**src/rtl/lfu_pkg.sv**
```systemverilog
// Shared types for the LFU page replacement block.
`default_nettype none
package lfu_pkg;

    // Per-frame update broadcast after a search wave
    typedef enum logic [1:0] {
        UPD_NONE = 2'd0,
        UPD_INC  = 2'd1,
        UPD_LOAD = 2'd2
    } t_upd_op;

    // Update command sent to every cell; each cell matches the slot against its own index
    typedef struct packed {
        t_upd_op    op;
        logic [3:0] slot;
    } t_upd_cmd;

    // Frame index width carried in the update command
    localparam int unsigned SlotW = 4;

endpackage
`default_nettype wire

```
**src/rtl/lfu_page_replacement.sv**
```systemverilog
// LFU page replacement: a chain of frame cells searched by a registered wave.
// An accepted start runs the search wave through the cell chain in S_SEARCH;
// S_UPDATE then applies the update and raises the one-cycle o_valid strobe.
// New requests are taken only in S_IDLE; busy is low again with o_valid. The
// receiver cannot stall; the result payload holds until the next result.
// Reset (synchronous, active low): all frames empty, counts and fault total zero,
// frames_in_use = 8.
`default_nettype none
module lfu_page_replacement #(
    parameter int unsigned FRAMES     = 8,
    parameter int unsigned PAGE_BITS  = 16,
    parameter int unsigned COUNT_BITS = 16
) (
    input  wire logic                 i_clk,
    input  wire logic                 i_rst_n,
    input  wire logic                 i_cfg_we,
    input  wire logic [3:0]           i_cfg_data,
    input  wire logic                 start,
    input  wire logic [PAGE_BITS-1:0] i_page_number,
    output logic                      busy,
    output logic                      o_valid,
    output logic                      o_hit,
    output logic [2:0]                o_slot,
    output logic                      o_evicted_valid,
    output logic [PAGE_BITS-1:0]      o_evicted_page,
    output logic [31:0]               o_fault_total
);

    localparam int unsigned IDX_W = (FRAMES > 1) ? $clog2(FRAMES) : 1;

    typedef enum logic [1:0] {
        S_IDLE,
        S_SEARCH,
        S_UPDATE
    } t_state;

    t_state               r_state;
    logic [IDX_W-1:0]     r_cnt;
    logic [3:0]           r_frames_in_use;
    logic [PAGE_BITS-1:0] r_page;
    logic [31:0]          r_fault;

    logic [3:0]           eff_frames;
    logic [FRAMES-1:0]    active;

    logic                  c_hit[FRAMES];
    logic [IDX_W-1:0]      c_hit_idx[FRAMES];
    logic                  c_emp[FRAMES];
    logic [IDX_W-1:0]      c_emp_idx[FRAMES];
    logic                  c_have_min[FRAMES];
    logic [COUNT_BITS-1:0] c_min_cnt[FRAMES];
    logic [IDX_W-1:0]      c_min_idx[FRAMES];
    logic [PAGE_BITS-1:0]  c_min_page[FRAMES];

    lfu_pkg::t_upd_cmd    upd;
    logic [IDX_W-1:0]     dec_slot;
    logic                 dec_evict;
    logic [31:0]          n_fault;

    // configuration register
    always_ff @(posedge i_clk) begin
        if (!i_rst_n) begin
            r_frames_in_use <= 4'd8;
        end else if (i_cfg_we) begin
            r_frames_in_use <= i_cfg_data;
        end
    end

    // zero means one frame; values above FRAMES enable every cell anyway
    assign eff_frames = (r_frames_in_use == 4'd0) ? 4'd1 : r_frames_in_use;

    // cell chain
    for (genvar g = 0; g < FRAMES; g++) begin : g_cell
        assign active[g] = ({1'b0, eff_frames} > 5'(g));

        if (g == 0) begin : g_head
            lfu_cell #(
                .IDX(g), .IDX_W(IDX_W), .PAGE_BITS(PAGE_BITS), .COUNT_BITS(COUNT_BITS)
            ) u_cell (
                .i_clk      (i_clk),
                .i_rst_n    (i_rst_n),
                .i_key      (r_page),
                .i_active   (active[g]),
                .i_hit      (1'b0),
                .i_hit_idx  ('0),
                .i_emp      (1'b0),
                .i_emp_idx  ('0),
                .i_have_min (1'b0),
                .i_min_cnt  ('0),
                .i_min_idx  ('0),
                .i_min_page ('0),
                .i_upd      (upd),
                .o_hit      (c_hit[g]),
                .o_hit_idx  (c_hit_idx[g]),
                .o_emp      (c_emp[g]),
                .o_emp_idx  (c_emp_idx[g]),
                .o_have_min (c_have_min[g]),
                .o_min_cnt  (c_min_cnt[g]),
                .o_min_idx  (c_min_idx[g]),
                .o_min_page (c_min_page[g])
            );
        end else begin : g_body
            lfu_cell #(
                .IDX(g), .IDX_W(IDX_W), .PAGE_BITS(PAGE_BITS), .COUNT_BITS(COUNT_BITS)
            ) u_cell (
                .i_clk      (i_clk),
                .i_rst_n    (i_rst_n),
                .i_key      (r_page),
                .i_active   (active[g]),
                .i_hit      (c_hit[g-1]),
                .i_hit_idx  (c_hit_idx[g-1]),
                .i_emp      (c_emp[g-1]),
                .i_emp_idx  (c_emp_idx[g-1]),
                .i_have_min (c_have_min[g-1]),
                .i_min_cnt  (c_min_cnt[g-1]),
                .i_min_idx  (c_min_idx[g-1]),
                .i_min_page (c_min_page[g-1]),
                .i_upd      (upd),
                .o_hit      (c_hit[g]),
                .o_hit_idx  (c_hit_idx[g]),
                .o_emp      (c_emp[g]),
                .o_emp_idx  (c_emp_idx[g]),
                .o_have_min (c_have_min[g]),
                .o_min_cnt  (c_min_cnt[g]),
                .o_min_idx  (c_min_idx[g]),
                .o_min_page (c_min_page[g])
            );
        end
    end

    // decision from the end of the chain: hit, else first empty, else least used
    always_comb begin
        dec_evict = 1'b0;
        if (c_hit[FRAMES-1]) begin
            dec_slot = c_hit_idx[FRAMES-1];
        end else if (c_emp[FRAMES-1]) begin
            dec_slot = c_emp_idx[FRAMES-1];
        end else begin
            dec_slot  = c_min_idx[FRAMES-1];
            dec_evict = 1'b1;
        end

        upd.slot = lfu_pkg::SlotW'(dec_slot);
        if (r_state != S_UPDATE) begin
            upd.op = lfu_pkg::UPD_NONE;
        end else if (c_hit[FRAMES-1]) begin
            upd.op = lfu_pkg::UPD_INC;
        end else begin
            upd.op = lfu_pkg::UPD_LOAD;
        end

        n_fault = r_fault;
        if (!c_hit[FRAMES-1] && (r_fault != 32'hFFFF_FFFF)) begin
            n_fault = r_fault + 32'd1;
        end
    end

    // control sequencer with registered outputs
    always_ff @(posedge i_clk) begin
        if (!i_rst_n) begin
            r_state <= S_IDLE;
            r_cnt   <= '0;
            r_fault <= '0;
            busy    <= 1'b0;
            o_valid <= 1'b0;
        end else begin
            o_valid <= 1'b0;
            case (r_state)
                S_IDLE: begin
                    if (start) begin
                        r_state <= S_SEARCH;
                        r_cnt   <= '0;
                        busy    <= 1'b1;
                    end
                end
                S_SEARCH: begin
                    if (r_cnt == IDX_W'(FRAMES - 1)) begin
                        r_state <= S_UPDATE;
                    end else begin
                        r_cnt <= r_cnt + IDX_W'(1);
                    end
                end
                S_UPDATE: begin
                    r_fault <= n_fault;
                    o_valid <= 1'b1;
                    busy    <= 1'b0;
                    r_state <= S_IDLE;
                end
                default: begin
                    r_state <= S_IDLE;
                    busy    <= 1'b0;
                end
            endcase
        end
    end

    // request page latch and result payload
    always_ff @(posedge i_clk) begin
        if ((r_state == S_IDLE) && start) begin
            r_page <= i_page_number;
        end
        if (r_state == S_UPDATE) begin
            o_hit           <= c_hit[FRAMES-1];
            o_slot          <= 3'(dec_slot);
            o_evicted_valid <= dec_evict;
            o_evicted_page  <= dec_evict ? c_min_page[FRAMES-1] : '0;
            o_fault_total   <= n_fault;
        end
    end

endmodule
`default_nettype wire

```
**src/rtl/lfu_cell.sv**
```systemverilog
// One frame cell of the LFU chain: frame state plus one registered search stage.
`default_nettype none
module lfu_cell #(
    parameter int unsigned IDX        = 0,
    parameter int unsigned IDX_W      = 3,
    parameter int unsigned PAGE_BITS  = 16,
    parameter int unsigned COUNT_BITS = 16
) (
    input  wire logic                  i_clk,
    input  wire logic                  i_rst_n,
    input  wire logic [PAGE_BITS-1:0]  i_key,
    input  wire logic                  i_active,
    // search carry from the left neighbor
    input  wire logic                  i_hit,
    input  wire logic [IDX_W-1:0]      i_hit_idx,
    input  wire logic                  i_emp,
    input  wire logic [IDX_W-1:0]      i_emp_idx,
    input  wire logic                  i_have_min,
    input  wire logic [COUNT_BITS-1:0] i_min_cnt,
    input  wire logic [IDX_W-1:0]      i_min_idx,
    input  wire logic [PAGE_BITS-1:0]  i_min_page,
    // update command
    input  wire lfu_pkg::t_upd_cmd     i_upd,
    // search carry to the right neighbor
    output logic                       o_hit,
    output logic [IDX_W-1:0]           o_hit_idx,
    output logic                       o_emp,
    output logic [IDX_W-1:0]           o_emp_idx,
    output logic                       o_have_min,
    output logic [COUNT_BITS-1:0]      o_min_cnt,
    output logic [IDX_W-1:0]           o_min_idx,
    output logic [PAGE_BITS-1:0]       o_min_page
);

    localparam logic [IDX_W-1:0] MyIdx = IDX_W'(IDX);

    logic [PAGE_BITS-1:0]  r_page;
    logic                  r_valid;
    logic [COUNT_BITS-1:0] r_count;

    logic own_hit, own_emp, take_min, sel;

    // local contribution to the search
    assign own_hit  = i_active && r_valid && (r_page == i_key);
    assign own_emp  = i_active && !r_valid;
    assign take_min = i_active && (!i_have_min || (r_count < i_min_cnt));
    assign sel      = (i_upd.slot == lfu_pkg::SlotW'(IDX));

    // search stage register
    always_ff @(posedge i_clk) begin
        if (!i_rst_n) begin
            o_hit      <= 1'b0;
            o_emp      <= 1'b0;
            o_have_min <= 1'b0;
        end else begin
            o_hit      <= i_hit || own_hit;
            o_emp      <= i_emp || own_emp;
            o_have_min <= i_have_min || i_active;
        end
        o_hit_idx  <= i_hit ? i_hit_idx : MyIdx;
        o_emp_idx  <= i_emp ? i_emp_idx : MyIdx;
        o_min_cnt  <= take_min ? r_count : i_min_cnt;
        o_min_idx  <= take_min ? MyIdx : i_min_idx;
        o_min_page <= take_min ? r_page : i_min_page;
    end

    // frame state: valid and count reset, page written on load only
    always_ff @(posedge i_clk) begin
        if (!i_rst_n) begin
            r_valid <= 1'b0;
            r_count <= '0;
        end else if (sel) begin
            case (i_upd.op)
                lfu_pkg::UPD_INC: begin
                    if (r_count != {COUNT_BITS{1'b1}}) begin
                        r_count <= r_count + COUNT_BITS'(1);
                    end
                end
                lfu_pkg::UPD_LOAD: begin
                    r_valid <= 1'b1;
                    r_count <= COUNT_BITS'(1);
                end
                default: begin
                end
            endcase
        end
    end

    always_ff @(posedge i_clk) begin
        if (sel && (i_upd.op == lfu_pkg::UPD_LOAD)) begin
            r_page <= i_key;
        end
    end

endmodule
`default_nettype wire

```
**config.mk**
```make
export PLATFORM = sky130hd
export DESIGN_NAME = lfu_page_replacement
export DESIGN_NICKNAME = d
export VERILOG_FILES = /design/src/rtl/lfu_pkg.sv /design/src/rtl/lfu_page_replacement.sv /design/src/rtl/lfu_cell.sv
export SDC_FILE = /design/constraint.sdc
export NUM_CORES = 1
export LEC_CHECK = 0
export BUFFER_PORTS_ARGS = -buffer_cell sky130_fd_sc_hd__buf_4
export CAP_MARGIN = 0
export CELL_PAD_IN_SITES_DETAIL_PLACEMENT = 1
export CELL_PAD_IN_SITES_GLOBAL_PLACEMENT = 2
export CORE_MARGIN = 4
export CORE_UTILIZATION = 28
export DETAILED_ROUTE_END_ITERATION = 12
export GPL_TIMING_DRIVEN = 0
export PLACE_DENSITY_LB_ADDON = 0.1
export SYNTH_ARGS = -nofsm -noshare
export SYNTH_HDL_FRONTEND = slang
export SYNTH_SLANG_ARGS = --single-unit
```
**constraint.sdc**
```tcl
create_clock -name i_clk -period 11.1 [get_ports i_clk]
set_input_delay 1.665 -clock i_clk [delete_from_list [all_inputs] [get_ports i_clk]]
set_output_delay 1.665 -clock i_clk [all_outputs]
set_load 0.05 [all_outputs]
```
# After elaboration in Yosys (flattened, before gate mapping)
# Cells that the tools add are included.
# totals
ff_bits,690
output_inout_bits,55
wordCells,316
# classes
addsub,10
n_lt_le_gt_ge,15
eq_ne,41
mux,46
bitwise,1
n_reduce_logical,108
# ops
operator,count
$mux 16,21
$pmux 16 s2,8
$add 16x1->16 const B,8
$eq 16x16->1,8
$ne 16x16->1 const B,8
$lt 16x16->1,7
$logic_and 1x1->1,41
$add 32x1->32 const B,1
$mux 32,1
$ne 32x32->1 const B,1
$logic_or 1x1->1,27
$reduce_and 3->1,9
$reduce_and 2->1,10
$gt 4x3->1 const B,4
$logic_not 1->1,16
$ne 2x1->1 const B,8
$eq 3x3->1 const B,5
$mux 3,4
$gt 4x1->1 const B,2
$gt 4x2->1 const B,2
$logic_not 4->1,2
$mux 2,4
$ne 2x2->1 const B,4
$eq 3x2->1 const B,2
other kinds (12),18

# Logic depth before layout (Yosys ltp)
# Gate-level depths: netlist of run 1.
# logic_depth
word_depth,6
ltp_mapped,10

# Hierarchy
# From an unflattened synthesis of run 1, not the netlist that was laid out.
# hier_totals
cells_unflattened,2740
hier_area_um2,31370.1
# by_module_without_submodules
mod,instances,cells_per_inst,area_per_inst_um2,seq_area_each_um2
lfu_cell (g_cell[1].g_body.u_cell ...),2,286,3294.4,1701.6
lfu_cell (g_cell[5].g_body.u_cell ...),2,286,3261.9,1701.6
lfu_page_replacement,1,449,4994.8,2932.8
lfu_cell (g_cell[3].g_body.u_cell),1,285,3355.7,1701.6
lfu_cell (g_cell[7].g_body.u_cell),1,287,3338.2,1701.6
lfu_cell (g_cell[4].g_body.u_cell),1,287,3310.7,1701.6
lfu_cell (g_cell[0].g_head.u_cell),1,288,3258.1,1701.6

# Worst setup path before layout of run 1
# No wires, ideal clock.
# synth_path
path_kind,register -> register
startpoint,register r_state[0]
endpoint,"register g_cell[6].g_body.u_cell.r_page[0], enable pin"
setup_ps,412
arrival_time_ps,3442
required_time_ps,10688
setup_slack_ps,7246
stages_incl_launch_ff,7
n_path_buf,2
path_cell_list,dfxtp_1 > buf_2 > nand2b_4 > inv_1 > o211ai_1 > buf_2 > nor3_1
# synth_via
elab_chain_cells,4
# synth_rtl
element,line,text
from (decl),lfu_page_replacement.sv:37,t_state r_state;
from (signal assigned),lfu_page_replacement.sv:161,r_state <= S_IDLE;
from (signal assigned),lfu_page_replacement.sv:171,r_state <= S_SEARCH;
from (signal assigned),lfu_page_replacement.sv:178,r_state <= S_UPDATE;
$ne 2x2->1,lfu_page_replacement.sv:144,if (r_state != S_UPDATE) begin
$mux 2,lfu_page_replacement.sv:144,
$eq 2x2->1,lfu_cell.sv:90,if (sel && (i_upd.op == lfu_pkg::UPD_LOAD)) begin
$logic_and 1x1->1,lfu_cell.sv:90,
to (signal assigned),lfu_cell.sv:91,r_page <= i_key;
to (decl),lfu_cell.sv:37,logic [PAGE_BITS-1:0] r_page;
# No other way between the ends.
# A chain may end at the register's enable or synchronous reset.

# Final worst setup path of run 1
# layout_path
startpoint,register g_cell[7].g_body.u_cell.o_hit
endpoint,register g_cell[7].g_body.u_cell.r_count[6]
# layout_via
elab_chain_cells,5
word_cells_on_any_way,10
cone_classes,4 x eq/ne; 4 x mux; 2 x reduce/logical
# layout_rtl
element,line,text
from (decl),lfu_cell.sv:25,"output logic o_hit,"
from (signal assigned),lfu_cell.sv:56,o_hit <= i_hit || own_hit;
$mux 2,lfu_page_replacement.sv:146,end else if (c_hit[FRAMES-1]) begin
$mux 2,lfu_page_replacement.sv:144,
$eq 2x1->1 or $eq 2x2->1 (tied branches),lfu_cell.sv:73,case (i_upd.op)
$ne 2x1->1 (no source line) or $reduce_bool 2->1 (tied branches),-,
$reduce_and 3->1 (no source line),-,
to (signal assigned),lfu_cell.sv:76,r_count <= r_count + COUNT_BITS'(1);
to (decl),lfu_cell.sv:39,logic [COUNT_BITS-1:0] r_count;
# Several ways; a longest one is shown, not always the timed one.

==> impl_metrics.yaml, run 1 <==
global_routing:
  grt_overflow: 0
  grt_util_met2: 0.3333
  gr-usage-met1: 0.2665
  grt_pass1_vias: 25770
  grt_busiest_layer: "met2"
  grt_max_degree: 37
  grt_use_met3: 0.02538
  antenna_found_initial: 8
  grtUsageTotal: 0.1979
  grt_pass1_wl_mm: 173.5
detailed_routing:
  route.detailed.drc: 0
  antenna_left: 0
  drt-initial-drc-count: 1485
  wl_mm: 117.0
  dr.pass1.iters: 6
  detail_route.wl_per_cell_um: 24.43
  vias_per_cell: 5.166
  routed-via-count: 24740
setup_path:
  worstPathRequired_ns: 11.60
  cp-start-kind: "flop"
  end_kind: "flop"
  crit_fanout: 10
  slowest_delay_ns: 1.09
  cp.buffers_inverters: 4
  crit_chain: "buf_2, clkbuf_1, nor3b_1, clkbuf_1, nand2_1, o31ai_1, clkbuf_1, a21oi_1"
  path_delay_family: "buffers and inverters"
  cp_common_cell: "clkbuf_1"
  critical_path_class: "flop to flop"
  cp.arrival_ns: 5.62
  slowest_stage: "o31ai_1"
sta:
  hold_violations: 0
  finalCritPeriodShare: 0.4611
  slew_headroom: 0.06206
  rsz0062_at_grt: "false"
  min_period_ns: 5.118
  fmax_mhz: 195.4
  worst_pin_slew_ns: 1.398
  setup_viol: 0
  timing.setup.tns_ns: 0
  finClkSkew_ns: 0.04146
  report.final.slew_viol_count: 0
power_and_ir_drop:
  peakVddDrop_uv: 103.4
  p_total_uw: 5843
  p_leak_uw: 0.01246
  cellPowerDensity_nw_per_um2: 159.6
floorplanning:
  floorplan.initialDensity: 0.2836
  rows: 121
  core_region_area_um2: 109500
  dieArea_um2: 116300
  die_h_um: 341.0
  ios: 79
  die_x_um: 341.0
yosys:
  yosys.area.top_type_share: 0.3179
  ys.flop_type: "dfxtp_1"
  ys_warn_count: 0
  ys_types: 68
  ys_ff_latch: 690
  synthCells: 3066
  synth_area_um2: 31040
  netlist_top_cells_area: "dfxtp_1 32%, edfxtp_1 19%, ha_1 4.7%"
  synth_fp_nets: 3206
  yosysTopAreaCell: "dfxtp_1"
  synth.avg_cell_area_um2: 10.12
  synth-seq-area-share: 0.5085
  synth_enable_flop_cells: 197
  synthArstFlopShare: 0
worst_hold_path:
  hold_class: "flop to flop"
cts:
  cts-root-buf: "clkbuf_16"
  cts-resized-gates: 0
  postCtsSetupBuffers: 0
  clock_latency_ns: 0.67
  h-tree-depth: 3
  cts_hold_buf: 0
  cts_buffers: 84
  clkSlewWorstSetupHoldPaths_ns: 0.05
  cts_tree: "yes"
  clk_path_buf_depth: 3
  clock_sinks: 690
placed_design:
  hpwl_mm: 87.51
  portBuffers: 76
  placed_area_um2: 33680
  place_congestion: 0.8376
final_layout:
  fin_util: 0.3344
  drive_gt1_frac: 0.1168
  antennaDiodeCount: 0
  finalInstanceArea_um2: 36600
  final_nets: 3382
  area_delta_synth_final_pct: 17.92
job:
  cap_violations: 0
outcome:
  status: "finished clean"
[sequential cells by signal (all words and copies together), names as in the netlist, 2 cells and up]
signal,flops
o_evicted_page,16
g_cell.g_body.u_cell.o_have_min,6
g_cell.g_body.u_cell.r_count,112
g_cell.g_head.u_cell.r_count,16
o_fault_total,32
g_cell.g_body.u_cell.o_emp,7
g_cell.g_body.u_cell.o_min_idx,17
g_cell.g_head.u_cell.o_min_cnt,16
g_cell.g_body.u_cell.o_min_page,112
o_slot,3
g_cell.g_head.u_cell.o_min_page,16
r_frames_in_use,4
r_fault,32
r_state,2
r_page,16
g_cell.g_body.u_cell.r_valid,7
g_cell.g_body.u_cell.o_min_cnt,96
g_cell.g_head.u_cell.r_page,16
g_cell.g_body.u_cell.o_hit,7
g_cell.g_body.u_cell.o_emp_idx,17
r_cnt,3
g_cell.g_body.u_cell.o_hit_idx,17
g_cell.g_body.u_cell.r_page,112
[cells by family after synthesis]
family	after synthesis	share of synthesized area
buf+inv	390	0.04809
flops	690	0.5085
xor+xnor	158	0.04458
compound gates	643	0.1379
mux	150	0.05305
fa+ha+maj	116	0.04676
simple gates	919	0.1612
[worst reg2reg max path, cell delays in order (launching register included)]
cell	delay, ns
dfxtp_1	0.39
buf_2	0.25
clkbuf_1	0.57
nor3b_1	0.61
clkbuf_1	0.79
nand2_1	0.69
o31ai_1	1.10
clkbuf_1	0.48
a21oi_1	0.09
[final timing paths]
kind | startpoint | endpoint | slack [ns] | depth (start not counted)
worst max register to register | g_cell[7].g_body.u_cell.o_hit | g_cell[7].g_body.u_cell.r_count[6] | 5.98 | 8
worst max-delay path | g_cell[7].g_body.u_cell.o_hit | g_cell[7].g_body.u_cell.r_count[6] | 5.98 | 8
worst min register to register | g_cell[0].g_head.u_cell.o_emp | g_cell[1].g_body.u_cell.o_emp_idx[0] | 0.38 | 1
worst min-delay path | g_cell[0].g_head.u_cell.o_emp | g_cell[1].g_body.u_cell.o_emp_idx[0] | 0.38 | 1
[report_power, final]
part	switching, uW	total [uW]	internal (uW)	leakage [uW]
sequential	39.7	2690	2650	0.00582
clock	1160	2870	1700	0.00142
combinational	192	288	95.8	0.00521
total	1400	5840	4450	0.0125
[area by class of cell]
class	count	area, um2
plain buffers	214	833.3
flip-flops and latches	690	15790
fillers	12270	72860
repair buffers	90	748.2
clock buffers	128	2530
clock inverters	28	390.4
inverters	176	660.6
well taps	1476	1847
multi-input cells	1986	13810
[cells in the mapped netlist, types with 61 or more instances]
| library cell | n |
|---|---|
| a21oi_1 | 152 |
| ha_1 | 116 |
| o21ai_0 | 149 |
| xnor2_1 | 100 |
| mux2_2 | 108 |
| nand4_1 | 91 |
| o31ai_1 | 61 |
| nor4_1 | 62 |
| or4_1 | 68 |
| nand2_1 | 201 |
| nand3_1 | 87 |
| clkbuf_1 | 195 |
| dfxtp_1 | 493 |
| nor2_1 | 119 |
| inv_1 | 174 |
| edfxtp_1 | 197 |
[cells in the final DEF (no fill, tap or decap), types with 62 or more instances in the layout]
| cell type | Yosys | final |
|---|---|---|
| inv_1 | 174 | 173 |
| nand4_1 | 91 | 91 |
| edfxtp_1 | 197 | 197 |
| a21oi_1 | 152 | 152 |
| buf_4 | 0 | 79 |
| mux2_2 | 108 | 108 |
| xnor2_1 | 100 | 100 |
| ha_1 | 116 | 116 |
| nor2_1 | 119 | 112 |
| o21ai_0 | 149 | 149 |
| nor4_1 | 62 | 62 |
| dfxtp_1 | 493 | 493 |
| nand2_1 | 201 | 201 |
| clkbuf_1 | 195 | 214 |
| or4_1 | 68 | 68 |
| clkbuf_16 | 0 | 86 |
| nand3_1 | 87 | 87 |
[stage by stage]
stage / hold WS (ns) / setup slack [ns] / std cells
after floorplan: 0.3530 / 7.246 / 3066
after global placement: 0.3646 / 4.405 / 4618
after detailed placement: 0.3633 / 5.942 / 4632
after CTS: 0.3768 / 5.921 / 4788
after global routing: 0.4123 / 5.734 / 4788
final: 0.3773 / 5.982 / 4788
[layer usage]
metal  up-vias  wire [um]
met2       420      55360
met3       149       3833
met5         -          0
li1      11640          -
met4         0       3430
met1     12530      54350
Note: power is estimated with default switching activity, not from simulation.
==> run 2, diff against run 1 <==
- clock period: 11.1 -> 4.2 ns (I/O delays scaled with it)
==> impl_metrics.yaml, run 2 (same netlist as run 1, synthesis figures left out) <==
final_layout:
  final_nets: 3382
  antennaDiodeCount: 0
  area_delta_synth_final_pct: 18.03
  biggestRegsByFlops: "g_cell.g_body.u_cell.o_min_page (112), g_cell.g_body.u_cell.r_count (112), g_cell.g_body.u_cell.r_page (112)"
  fillers: 12260
  drive_gt1_frac: 0.1193
  layout_common_cells: "493 x dfxtp_1, 210 x clkbuf_1, 201 x nand2_1"
  layout_commonest_cell: "dfxtp_1"
cts:
  cts_buffers: 84
  cts_tree: "yes"
  clkSlewWorstSetupHoldPaths_ns: 0.06
  clock_latency_ns: 0.67
  cts-root-buf: "clkbuf_16"
  clock_sinks: 690
  cts_hold_buf: 0
  h-tree-depth: 3
  postCtsSetupBuffers: 0
  clk_path_buf_depth: 3
sta:
  timing.setup.tns_ns: 0
  slew_headroom: 0.06220
  min_period_ns: 3.942
  hold_slack_ns: 0.1336
  setup_viol: 0
  report.final.slew_viol_count: 0
  worst_pin_slew_ns: 1.396
  finClkSkew_ns: 0.03990
  fmax_mhz: 253.7
  finalCritPeriodShare: 0.9386
  rsz0062_at_grt: "false"
  hold_violations: 0
outcome:
  status: "finished clean"
job:
  cap_violations: 0
floorplanning:
  dieArea_um2: 116300
  rows: 121
  ios: 79
  core_region_area_um2: 109500
  floorplan.initialDensity: 0.2836
  die_h_um: 341.0
  die_x_um: 341.0
global_routing:
  grtUsageTotal: 0.1979
  grt_pass1_vias: 25780
  grt_pass1_wl_mm: 173.5
  antenna_found_initial: 8
  grt_max_degree: 37
  grt_overflow: 0
setup_path:
  cp-start-kind: "flop"
  path_delay_family: "buffers and inverters"
  worstPathRequired_ns: 4.73
  critical_path_class: "flop to flop"
  cp_common_cell: "clkbuf_2"
  crit_chain: "buf_2, clkbuf_2, nor3b_1, clkbuf_2, nand2_1, o21ai_1, clkbuf_1, nor2_1"
  crit_fanout: 10
  slowest_delay_ns: 0.64
  end_kind: "flop"
  cp.buffers_inverters: 4
  slowest_stage: "o21ai_1"
  cp.arrival_ns: 4.47
detailed_routing:
  route.detailed.drc: 0
  vias_per_cell: 5.174
  wl_mm: 117.1
  drt-initial-drc-count: 1543
  detail_route.wl_per_cell_um: 24.46
  routed-via-count: 24770
  dr.pass1.iters: 5
  antenna_left: 0
power_and_ir_drop:
  comb_power_share: 0.050
  peakVddDrop_uv: 274.1
  power.switching_uw: 3694
  seq_power_share: 0.460
  p_leak_uw: 0.01248
  internal_power_uw: 11760
  swShare: 0.2391
  clkPwrFrac: 0.491
  cellPowerDensity_nw_per_um2: 421.7
placed_design:
  hpwl_mm: 87.51
  portBuffers: 76
  place_congestion: 0.8376
worst_hold_path:
  hold_class: "input pin to flop"
==> run 2: what timing repair did <==
item                                    CTS  global route
resized for setup                        11             2
cloned                                    0             0
pin swaps                                 0             0
endpoints found under the setup margin  211            20
==> run 2: worst paths after layout <==
kind,cells past startpoint,start,slack (ns),end
min reg2reg,1,g_cell[0].g_head.u_cell.o_emp,0.38,g_cell[1].g_body.u_cell.o_emp_idx[0]
max,8,g_cell[7].g_body.u_cell.o_hit,0.26,g_cell[3].g_body.u_cell.r_count[12]
max reg2reg,8,g_cell[7].g_body.u_cell.o_hit,0.26,g_cell[3].g_body.u_cell.r_count[12]
min,1,i_page_number[8],0.13,r_page[8]
==> run 2: final cells by class <==
class                   count  area [um2]  area share
repair buffers             90       748.2     0.02042
well taps                1476        1847     0.05041
clock buffers             128        2530     0.06905
flip-flops and latches    690       15790      0.4308
multi-input cells        1986       13830      0.3775
plain buffers             214       845.8     0.02309
inverters                 176       660.6     0.01803
clock inverters            28       390.4     0.01066
==> run 2: per-layer routing <==
layer  global-route usage  routed length (um)
met4              0.05629                3432
met3              0.02538                4057
met2               0.3333               55370
met5                    0                   0
met1               0.2666               54240
==> run 2: power by group through the flow <==
stage / sequential [uW] / clock [uW] / combinational [uW]
6_report: 7110 / 7580 / 765
5_1_grt: 7120 / 8090 / 826
4_1_cts: 7110 / 7840 / 776
3_5_place_dp: 7250 / 0 / 771
3_3_place_gp: 7250 / 0 / 750
2_1_floorplan: 7190 / 0 / 447
==> run 2: through the flow <==
stage          instance area [um2]    util  power, uW  setup WS, ns  std cells
2_1_floorplan                31040       -       7633        0.3461       3066
3_3_place_gp                 33460  0.3057       8000        -2.495       4618
3_5_place_dp                 33680  0.3077       8022       -0.9583       4632
4_1_cts                      36620  0.3346      15720       0.06143       4788
5_1_grt                      36640  0.3347      16040       0.04320       4788
6_report                     36640  0.3347      15450        0.2580       4788
==> run 2: worst reg2reg max path: cells and delay by family, from the launching register on <==
family | cells | cell delay [ns]
compound gates | 1 | 0.64
flops | 1 | 0.39
buf+inv | 4 | 1.63
simple gates | 3 | 1.15
